$ cat src/rtl/core/mpse_pkg.sv
// shared types and constants of the messagepack scalar encoder
// no dependencies
`timescale 1ns / 1ps

package mpse_pkg;

    localparam int ACTION_W    = 4;
    localparam int OPERAND_W   = 64;
    localparam int BYTE_W      = 8;
    localparam int NBYTES_W    = 4;
    localparam int QUEUE_DEPTH = 4;

    typedef enum logic [ACTION_W-1:0] {
        ACT_NIL     = 4'd0,
        ACT_BOOL    = 4'd1,
        ACT_UINT    = 4'd2,
        ACT_SINT    = 4'd3,
        ACT_FLOAT32 = 4'd4,
        ACT_FLOAT64 = 4'd5,
        ACT_STR_HDR = 4'd6,
        ACT_BIN_HDR = 4'd7,
        ACT_RAW     = 4'd8
    } action_t;

    localparam logic [BYTE_W-1:0] PFX_NIL     = 8'hc0;
    localparam logic [BYTE_W-1:0] PFX_FALSE   = 8'hc2;
    localparam logic [BYTE_W-1:0] PFX_TRUE    = 8'hc3;
    localparam logic [BYTE_W-1:0] PFX_BIN8    = 8'hc4;
    localparam logic [BYTE_W-1:0] PFX_BIN16   = 8'hc5;
    localparam logic [BYTE_W-1:0] PFX_BIN32   = 8'hc6;
    localparam logic [BYTE_W-1:0] PFX_FLOAT32 = 8'hca;
    localparam logic [BYTE_W-1:0] PFX_FLOAT64 = 8'hcb;
    localparam logic [BYTE_W-1:0] PFX_UINT8   = 8'hcc;
    localparam logic [BYTE_W-1:0] PFX_UINT16  = 8'hcd;
    localparam logic [BYTE_W-1:0] PFX_UINT32  = 8'hce;
    localparam logic [BYTE_W-1:0] PFX_UINT64  = 8'hcf;
    localparam logic [BYTE_W-1:0] PFX_INT8    = 8'hd0;
    localparam logic [BYTE_W-1:0] PFX_INT16   = 8'hd1;
    localparam logic [BYTE_W-1:0] PFX_INT32   = 8'hd2;
    localparam logic [BYTE_W-1:0] PFX_INT64   = 8'hd3;
    localparam logic [BYTE_W-1:0] PFX_STR8    = 8'hd9;
    localparam logic [BYTE_W-1:0] PFX_STR16   = 8'hda;
    localparam logic [BYTE_W-1:0] PFX_STR32   = 8'hdb;
    localparam logic [BYTE_W-1:0] PFX_FIXSTR  = 8'ha0;
    localparam logic [BYTE_W-1:0] PFX_ERROR   = 8'h00;

    // one classified element: first byte, then nbytes payload bytes from the top
    typedef struct packed {
        logic [BYTE_W-1:0]    prefix;
        logic [NBYTES_W-1:0]  nbytes;
        logic [OPERAND_W-1:0] payload;
        logic                 err;
    } desc_t;

    typedef enum logic [1:0] {
        EMIT_IDLE,
        EMIT_PREFIX,
        EMIT_PAYLOAD
    } emit_state_t;

endpackage

$ cat src/rtl/core/mpse_classify.sv
// front end: takes requests and turns each known action into an element descriptor
// depends on mpse_pkg
`timescale 1ns / 1ps

module mpse_classify
    import mpse_pkg::*;
(
    input  logic                 push,
    input  logic                 full,
    input  logic [ACTION_W-1:0]  action,
    input  logic [OPERAND_W-1:0] operand,
    output logic                 wr_en,
    output desc_t                wr_desc
);

    logic [BYTE_W-1:0]   cls_prefix;
    logic [NBYTES_W-1:0] cls_n;
    logic                cls_err;
    logic                known;

    always_comb
    begin
        cls_prefix = operand[7:0];
        cls_n      = 4'd0;
        cls_err    = 1'b0;
        known      = 1'b1;
        unique case (action_t'(action))
            ACT_NIL:     cls_prefix = PFX_NIL;
            ACT_BOOL:    cls_prefix = (operand != '0) ? PFX_TRUE : PFX_FALSE;
            ACT_UINT:
            begin
                priority if (operand[63:7] == '0)
                    cls_prefix = operand[7:0];
                else if (operand[63:8] == '0)
                begin
                    cls_prefix = PFX_UINT8;
                    cls_n      = 4'd1;
                end
                else if (operand[63:16] == '0)
                begin
                    cls_prefix = PFX_UINT16;
                    cls_n      = 4'd2;
                end
                else if (operand[63:32] == '0)
                begin
                    cls_prefix = PFX_UINT32;
                    cls_n      = 4'd4;
                end
                else
                begin
                    cls_prefix = PFX_UINT64;
                    cls_n      = 4'd8;
                end
            end
            ACT_SINT:
            begin
                if (!operand[63])
                begin
                    priority if (operand[63:7] == '0)
                        cls_prefix = operand[7:0];
                    else if (operand[63:15] == '0)
                    begin
                        cls_prefix = PFX_INT16;
                        cls_n      = 4'd2;
                    end
                    else if (operand[63:31] == '0)
                    begin
                        cls_prefix = PFX_INT32;
                        cls_n      = 4'd4;
                    end
                    else
                    begin
                        cls_prefix = PFX_INT64;
                        cls_n      = 4'd8;
                    end
                end
                else
                begin
                    priority if (&operand[63:5])
                        cls_prefix = operand[7:0];
                    else if (&operand[63:7])
                    begin
                        cls_prefix = PFX_INT8;
                        cls_n      = 4'd1;
                    end
                    else if (&operand[63:15])
                    begin
                        cls_prefix = PFX_INT16;
                        cls_n      = 4'd2;
                    end
                    else if (&operand[63:31])
                    begin
                        cls_prefix = PFX_INT32;
                        cls_n      = 4'd4;
                    end
                    else
                    begin
                        cls_prefix = PFX_INT64;
                        cls_n      = 4'd8;
                    end
                end
            end
            ACT_FLOAT32:
            begin
                cls_prefix = PFX_FLOAT32;
                cls_n      = 4'd4;
            end
            ACT_FLOAT64:
            begin
                cls_prefix = PFX_FLOAT64;
                cls_n      = 4'd8;
            end
            ACT_STR_HDR, ACT_BIN_HDR:
            begin
                priority if (action_t'(action) == ACT_STR_HDR && operand[63:5] == '0)
                    cls_prefix = PFX_FIXSTR | operand[7:0];
                else if (operand[63:8] == '0)
                begin
                    cls_prefix = (action_t'(action) == ACT_STR_HDR) ? PFX_STR8 : PFX_BIN8;
                    cls_n      = 4'd1;
                end
                else if (operand[63:16] == '0)
                begin
                    cls_prefix = (action_t'(action) == ACT_STR_HDR) ? PFX_STR16 : PFX_BIN16;
                    cls_n      = 4'd2;
                end
                else if (operand[63:32] == '0)
                begin
                    cls_prefix = (action_t'(action) == ACT_STR_HDR) ? PFX_STR32 : PFX_BIN32;
                    cls_n      = 4'd4;
                end
                else
                begin
                    // length does not fit 32 bits
                    cls_prefix = PFX_ERROR;
                    cls_err    = 1'b1;
                end
            end
            ACT_RAW:     cls_prefix = operand[7:0];
            default:     known = 1'b0;
        endcase
    end

    // payload aligned to the top byte so the back end only shifts left
    always_comb
    begin
        wr_desc.prefix = cls_prefix;
        wr_desc.nbytes = cls_n;
        wr_desc.err    = cls_err;
        unique case (cls_n)
            4'd1:    wr_desc.payload = {operand[7:0], 56'b0};
            4'd2:    wr_desc.payload = {operand[15:0], 48'b0};
            4'd4:    wr_desc.payload = {operand[31:0], 32'b0};
            4'd8:    wr_desc.payload = operand;
            default: wr_desc.payload = '0;
        endcase
    end

    // unused action codes are taken and dropped
    assign wr_en = push && !full && known;

endmodule

$ cat src/rtl/core/mpse_queue.sv
// short descriptor queue between front and back end
// depends on mpse_pkg
`timescale 1ns / 1ps

module mpse_queue
    import mpse_pkg::*;
#(
    parameter int DEPTH = QUEUE_DEPTH
)
(
    input  logic  clk,
    input  logic  rst_n,
    input  logic  wr_en,
    input  desc_t wr_desc,
    input  logic  rd_en,
    output desc_t rd_desc,
    output logic  q_full,
    output logic  q_empty
);

    localparam int PTR_W = (DEPTH > 1) ? $clog2(DEPTH) : 1;
    localparam int CNT_W = $clog2(DEPTH + 1);

    desc_t             slot_reg [DEPTH];
    logic [PTR_W-1:0]  wr_ptr_reg;
    logic [PTR_W-1:0]  wr_ptr_next;
    logic [PTR_W-1:0]  rd_ptr_reg;
    logic [PTR_W-1:0]  rd_ptr_next;
    logic [CNT_W-1:0]  count_reg;
    logic [CNT_W-1:0]  count_next;

    assign q_full  = (count_reg == CNT_W'(DEPTH));
    assign q_empty = (count_reg == '0);
    assign rd_desc = slot_reg[rd_ptr_reg];

    always_comb
    begin
        wr_ptr_next = wr_ptr_reg;
        rd_ptr_next = rd_ptr_reg;
        count_next  = count_reg;
        if (wr_en)
            wr_ptr_next = (wr_ptr_reg == PTR_W'(DEPTH - 1)) ? '0 : wr_ptr_reg + 1'b1;
        if (rd_en)
            rd_ptr_next = (rd_ptr_reg == PTR_W'(DEPTH - 1)) ? '0 : rd_ptr_reg + 1'b1;
        if (wr_en && !rd_en)
            count_next = count_reg + 1'b1;
        else if (!wr_en && rd_en)
            count_next = count_reg - 1'b1;
    end

    always_ff @(posedge clk or negedge rst_n)
    begin
        if (!rst_n)
        begin
            wr_ptr_reg <= '0;
            rd_ptr_reg <= '0;
            count_reg  <= '0;
        end
        else
        begin
            wr_ptr_reg <= wr_ptr_next;
            rd_ptr_reg <= rd_ptr_next;
            count_reg  <= count_next;
        end
    end

    always_ff @(posedge clk)
    begin
        if (wr_en)
            slot_reg[wr_ptr_reg] <= wr_desc;
    end

endmodule

$ cat src/rtl/core/mpse_emit.sv
// back end: sends one element as a run of byte beats
// depends on mpse_pkg
`timescale 1ns / 1ps

module mpse_emit
    import mpse_pkg::*;
(
    input  logic              clk,
    input  logic              rst_n,
    input  desc_t             rd_desc,
    input  logic              q_empty,
    output logic              rd_en,
    output logic              empty,
    input  logic              pop,
    output logic [BYTE_W-1:0] out_byte,
    output logic              last,
    output logic              error
);

    emit_state_t          state_reg;
    emit_state_t          state_next;
    logic [BYTE_W-1:0]    prefix_reg;
    logic [OPERAND_W-1:0] shift_reg;
    logic [NBYTES_W-1:0]  remain_reg;
    logic                 err_reg;
    logic                 take;
    logic                 load;

    // output decode
    always_comb
    begin
        empty    = 1'b0;
        out_byte = shift_reg[OPERAND_W-1 -: BYTE_W];
        last     = 1'b0;
        error    = 1'b0;
        unique case (state_reg)
            EMIT_IDLE:
                empty = 1'b1;
            EMIT_PREFIX:
            begin
                out_byte = prefix_reg;
                last     = (remain_reg == '0);
                error    = err_reg;
            end
            EMIT_PAYLOAD:
                last = (remain_reg == NBYTES_W'(1));
            default:
                empty = 1'b1;
        endcase
    end

    // next element may enter in the cycle the final beat leaves
    assign take  = (state_reg == EMIT_IDLE) || (pop && last);
    assign load  = take && !q_empty;
    assign rd_en = load;

    // next state
    always_comb
    begin
        state_next = state_reg;
        priority if (load)
            state_next = EMIT_PREFIX;
        else if (take)
            state_next = EMIT_IDLE;
        else if (pop && state_reg == EMIT_PREFIX)
            state_next = EMIT_PAYLOAD;
    end

    always_ff @(posedge clk or negedge rst_n)
    begin
        if (!rst_n)
            state_reg <= EMIT_IDLE;
        else
            state_reg <= state_next;
    end

    always_ff @(posedge clk)
    begin
        if (load)
        begin
            prefix_reg <= rd_desc.prefix;
            shift_reg  <= rd_desc.payload;
            remain_reg <= rd_desc.nbytes;
            err_reg    <= rd_desc.err;
        end
        else if (pop && state_reg == EMIT_PAYLOAD)
        begin
            shift_reg  <= {shift_reg[OPERAND_W-BYTE_W-1:0], {BYTE_W{1'b0}}};
            remain_reg <= remain_reg - 1'b1;
        end
    end

endmodule

$ cat src/rtl/core/messagepack_scalar_encoder_unit.sv
// top level of the messagepack scalar encoder
// depends on mpse_pkg, mpse_classify, mpse_queue, mpse_emit
`timescale 1ns / 1ps

// Each pushed request becomes one MessagePack element sent as byte beats, most
// significant first, with last on the final beat of the element. An element is the
// type byte plus 0, 1, 2, 4 or 8 payload bytes. The back-end serializer sends one
// byte per cycle while pop is high, so that serializer sets the sustained rate.
// Requests are taken every cycle while the QUEUE_DEPTH-entry descriptor queue has
// room, and a queued next element starts in the cycle after the previous final
// beat is popped. Action codes 9 to 15 are taken and give no beat. An oversized
// header length gives a single zero beat with error.
module messagepack_scalar_encoder_unit
    import mpse_pkg::*;
#(
    parameter int QUEUE_DEPTH_P = QUEUE_DEPTH
)
(
    input  logic                 clk,
    input  logic                 rst_n,
    input  logic                 push,
    output logic                 full,
    input  logic [ACTION_W-1:0]  action,
    input  logic [OPERAND_W-1:0] operand,
    output logic                 empty,
    input  logic                 pop,
    output logic [BYTE_W-1:0]    out_byte,
    output logic                 last,
    output logic                 error
);

    logic  wr_en;
    desc_t wr_desc;
    logic  rd_en;
    desc_t rd_desc;
    logic  q_empty;

    mpse_classify u_classify (
        .push    (push),
        .full    (full),
        .action  (action),
        .operand (operand),
        .wr_en   (wr_en),
        .wr_desc (wr_desc)
    );

    mpse_queue #(
        .DEPTH (QUEUE_DEPTH_P)
    ) u_queue (
        .clk     (clk),
        .rst_n   (rst_n),
        .wr_en   (wr_en),
        .wr_desc (wr_desc),
        .rd_en   (rd_en),
        .rd_desc (rd_desc),
        .q_full  (full),
        .q_empty (q_empty)
    );

    mpse_emit u_emit (
        .clk      (clk),
        .rst_n    (rst_n),
        .rd_desc  (rd_desc),
        .q_empty  (q_empty),
        .rd_en    (rd_en),
        .empty    (empty),
        .pop      (pop),
        .out_byte (out_byte),
        .last     (last),
        .error    (error)
    );

endmodule

$ cat config.mk
export PLATFORM = sky130hd
export DESIGN_NAME = messagepack_scalar_encoder_unit
export DESIGN_NICKNAME = d
export VERILOG_FILES = /design/src/rtl/core/mpse_pkg.sv /design/src/rtl/core/mpse_classify.sv /design/src/rtl/core/mpse_queue.sv /design/src/rtl/core/mpse_emit.sv /design/src/rtl/core/messagepack_scalar_encoder_unit.sv
export SDC_FILE = /design/constraint.sdc
export NUM_CORES = 1
export LEC_CHECK = 0
export BUFFER_PORTS_ARGS = -buffer_cell sky130_fd_sc_hd__buf_2
export CORE_MARGIN = 2
export CORE_UTILIZATION = 35
export DETAILED_ROUTE_END_ITERATION = 7
export GPL_ROUTABILITY_DRIVEN = 0
export HOLD_SLACK_MARGIN = 0.06
export SLEW_MARGIN = 0
export SYNTH_ARGS = -nofsm -noshare
export SYNTH_HDL_FRONTEND = slang
export SYNTH_HIERARCHICAL = 1
export SYNTH_SLANG_ARGS = --single-unit
$ cat constraint.sdc
create_clock -name clk -period 4.5 [get_ports clk]
set_input_delay 0.675 -clock clk [delete_from_list [all_inputs] [get_ports clk]]
set_output_delay 0.675 -clock clk [all_outputs]
set_load 0.01 [all_outputs]
==> reports/metrics.cfg <==
[cts]
cts_resized = 0
path_clk_slew_ns = 0.06
cts_tree = done
clock_path_buffers = 3
cts_buffers = 42
ctsHtreeMaxLevel = 2
root_buffer = clkbuf_16
clk_latency_ns = 0.54
cts_sinks = 394

[drt]
drc = 0
antenna_left = 0
vias = 8841
routed_wl_um = 40210
viasPerCell = 5.368
wl_per_cell_um = 24.41
drtIter0Drc = 997
dr.pass1.iters = 6

[yosys]
avgSynthCellArea_um2 = 18.71
yosysMostFrequentCell = edfxtp_1
yosys_warnings = 6
yosysUniqueCellTypes = 62
async_flop_share_pct = 2.284
synth_nets = 989
synth-main-ff-cell = edfxtp_1
synth.top_cell.area_share_pct = 68.34
yosysTopAreaCell = edfxtp_1
postSynthCellCount = 904
synth_area_leaders = edfxtp_1 (68%), mux4_2 (10%), mux2_4 (5.1%), and2_1 (1.6%), dfrtp_1 (1.3%)
synth-edff-count = 385
synthesis.area_um2 = 16920
ys_ff_latch = 394
ys_seq_area_share_pct = 69.67
yosys-top-cells-count = edfxtp_1 (385), mux4_2 (77), mux2_4 (58)

[die]
initial_core_util_pct = 35.43
die_w_um = 223.8
ios = 84
dieArea_um2 = 50110
fp.dieH_um = 223.8
std_cell_rows = 80
core_um2 = 47750

[worst_hold_path]
hp-class = input pin to flip-flop

[timing]
max_slew.worst_pin.slew_ns = 0.9065
setup_tns_ns = 0
slew_viol_final = 0
hold_viol = 0
period_share_pct = 67.66
fmax_mhz = 328.4
period_needed_ns = 3.045
clock_skew_ns = 0.01870
final-setup-viol-count = 0
rsz0062_at_grt = no
slew_headroom_pct = 39.44

[setup_path]
slowest_delay_ns = 0.53
crit_end = u_emit/shift_reg[58]$_DFFE_PP_
crit_start = u_emit/state_reg[1]$_DFFE_PN0P_
arrival_ns = 3.32
r2r_slack_ns = 1.46
start_kind = flip-flop
critPathBufInv = 3
reg2reg_depth = 8
cp_top_family = buffers and inverters
worstSetupPathType = flip-flop to flip-flop
cp-end-kind = flip-flop
r2r_start = u_emit/state_reg[1]$_DFFE_PN0P_
critPathMostFrequentCell = buf_4
cp_num_cells = 8
crit_chain = inv_1, ha_1, a22o_1, a41oi_2, nor2_4, buf_4, buf_4, mux2_4
r2r_end = u_emit/shift_reg[58]$_DFFE_PP_
slowest_stage = ha_1
path_max_fanout = 21
required_ns = 4.77

[final_layout]
finalNetCount = 1088
drive_gt1_share_pct = 32.10
area_growth_pct = 13.87
multi_input_area_um2 = 4713
largest_reg_flops = 308
finish.utilization_pct = 40.34
regArea_um2 = 11790
fill_cells = 4201

[grt]
grt_pass1_wl_um = 58670
grt_overflow_total = 0
grt_max_degree = 69
antenna_found_initial = 1
grt_usage_pct = 16.04
grt_pass1_vias = 8934

[run_status]
status = completed

[run]
drv_cap = 0

[place]
dpl.hpwl_um = 26070
port_buffers = 83

[power_and_ir_drop]
ir_drop_v = 0.0003459
power_density_nw_per_um2 = 632.4
p_leak_nw = 6.547
total_power_mw = 12.18

[worst reg2reg max path, stage by stage (launching register included)]
cell and delay [ns]:
dfrtp_1 0.38, inv_1 0.09, ha_1 0.53, a22o_1 0.26, a41oi_2 0.20, nor2_4 0.15
buf_4 0.37, buf_4 0.44, mux2_4 0.36
[routing by layer]
metal | vias to the layer above | global-route usage, % | part of all wire (%)
li1 | 3866 | - | -
met1 | 4559 | 22.54 | 44
met2 | 336 | 24.56 | 46
met3 | 78 | 3.214 | 6.5
met4 | 2 | 6.366 | 3.6
met5 | - | 0 | 0.032
[logic make-up (layout without fill, tap and decap cells)]
logic type | after synthesis | after routing | synth area share, %
mux | 147 | 147 | 16.20
simple gates | 185 | 185 | 6.006
fa+ha+maj | 13 | 13 | 1.006
flops | 394 | 394 | 69.67
xor+xnor | 5 | 5 | 0.2589
other cells | 0 | 1 | 0
compound gates | 90 | 90 | 4.290
buf+inv | 70 | 197 | 2.567
[layout by cell type (no fill, tap or decap), types with 3 or more instances in the layout]
cell type / netlist / layout
clkbuf_16: 0 / 43
edfxtp_1: 385 / 385
dfrtp_1: 9 / 7
buf_4: 7 / 14
mux4_2: 77 / 77
a22oi_1: 8 / 8
buf_2: 16 / 83
o21ai_0: 16 / 16
ha_1: 12 / 12
o211ai_1: 11 / 11
a22oi_2: 9 / 9
nand4_1: 17 / 17
clkbuf_1: 12 / 11
or3_1: 3 / 3
and3_1: 4 / 4
mux2_4: 58 / 58
nor3_1: 15 / 15
mux2_2: 12 / 12
nand3_1: 8 / 8
nor2_1: 22 / 22
inv_1: 21 / 21
xor2_1: 4 / 4
nand2_1: 38 / 38
clkinv_2: 0 / 5
buf_12: 3 / 6
a21oi_1: 7 / 7
and2_4: 0 / 4
nand2b_1: 3 / 3
a22o_1: 17 / 17
nor4_1: 16 / 16
and2_1: 44 / 40
clkinv_1: 0 / 9
[area by class of cell]
class | count | area share [%]
inverter | 21 | 0.4092
antenna | 1 | 0.01299
sequential | 394 | 61.23
tap | 615 | 3.995
timing repair buffer | 104 | 3.378
multi-input combinational | 440 | 24.47
clock buffer | 54 | 5.801
clock inverter | 18 | 0.7080
[power breakdown]
| group | internal, mW | switching, mW |
|---|---|---|
| Combinational | 1.84 | 1.66 |
| Clock | 1.86 | 1.33 |
| Sequential | 5.10 | 0.400 |
[stage by stage]
| step | instance area [µm²] | hold WS (ns) | instances | setup slack, ns |
|---|---|---|---|---|
| global route | 19260 | 0.4788 | 1646 | 1.208 |
| CTS | 19260 | 0.4575 | 1646 | 1.352 |
| detailed placement | 18000 | 0.4801 | 1573 | 1.057 |
| floorplan | 16920 | 0.3794 | 904 | 0.5947 |
| global placement | 18000 | 0.4774 | 1573 | 1.108 |
| finish | 19260 | 0.4786 | 1647 | 1.455 |
[worst min-delay path by stage]
stage,startpoint,end,slack [ns],depth (start not counted)
final,pop,u_emit/state_reg[1]$_DFFE_PN0P_,0.48,3
after global placement,u_queue/count_reg[2]$_DFFE_PN0P_,u_queue/count_reg[2]$_DFFE_PN0P_,0.48,1
after floorplan,rst_n,u_emit/state_reg[0]$_DFFE_PN0P_,0.38,0
after CTS,pop,u_emit/state_reg[1]$_DFFE_PN0P_,0.46,3
after global routing,pop,u_emit/state_reg[1]$_DFFE_PN0P_,0.48,3
after detailed placement,u_queue/count_reg[2]$_DFFE_PN0P_,u_queue/count_reg[2]$_DFFE_PN0P_,0.48,1
[what timing repair did]
action	CTS	global route
endpoints found under the setup margin	0	0
hold buffers	1	0
hold endpoints to repair	9	0
buffers inserted	0	0
Power figures use the tool's default switching activity.
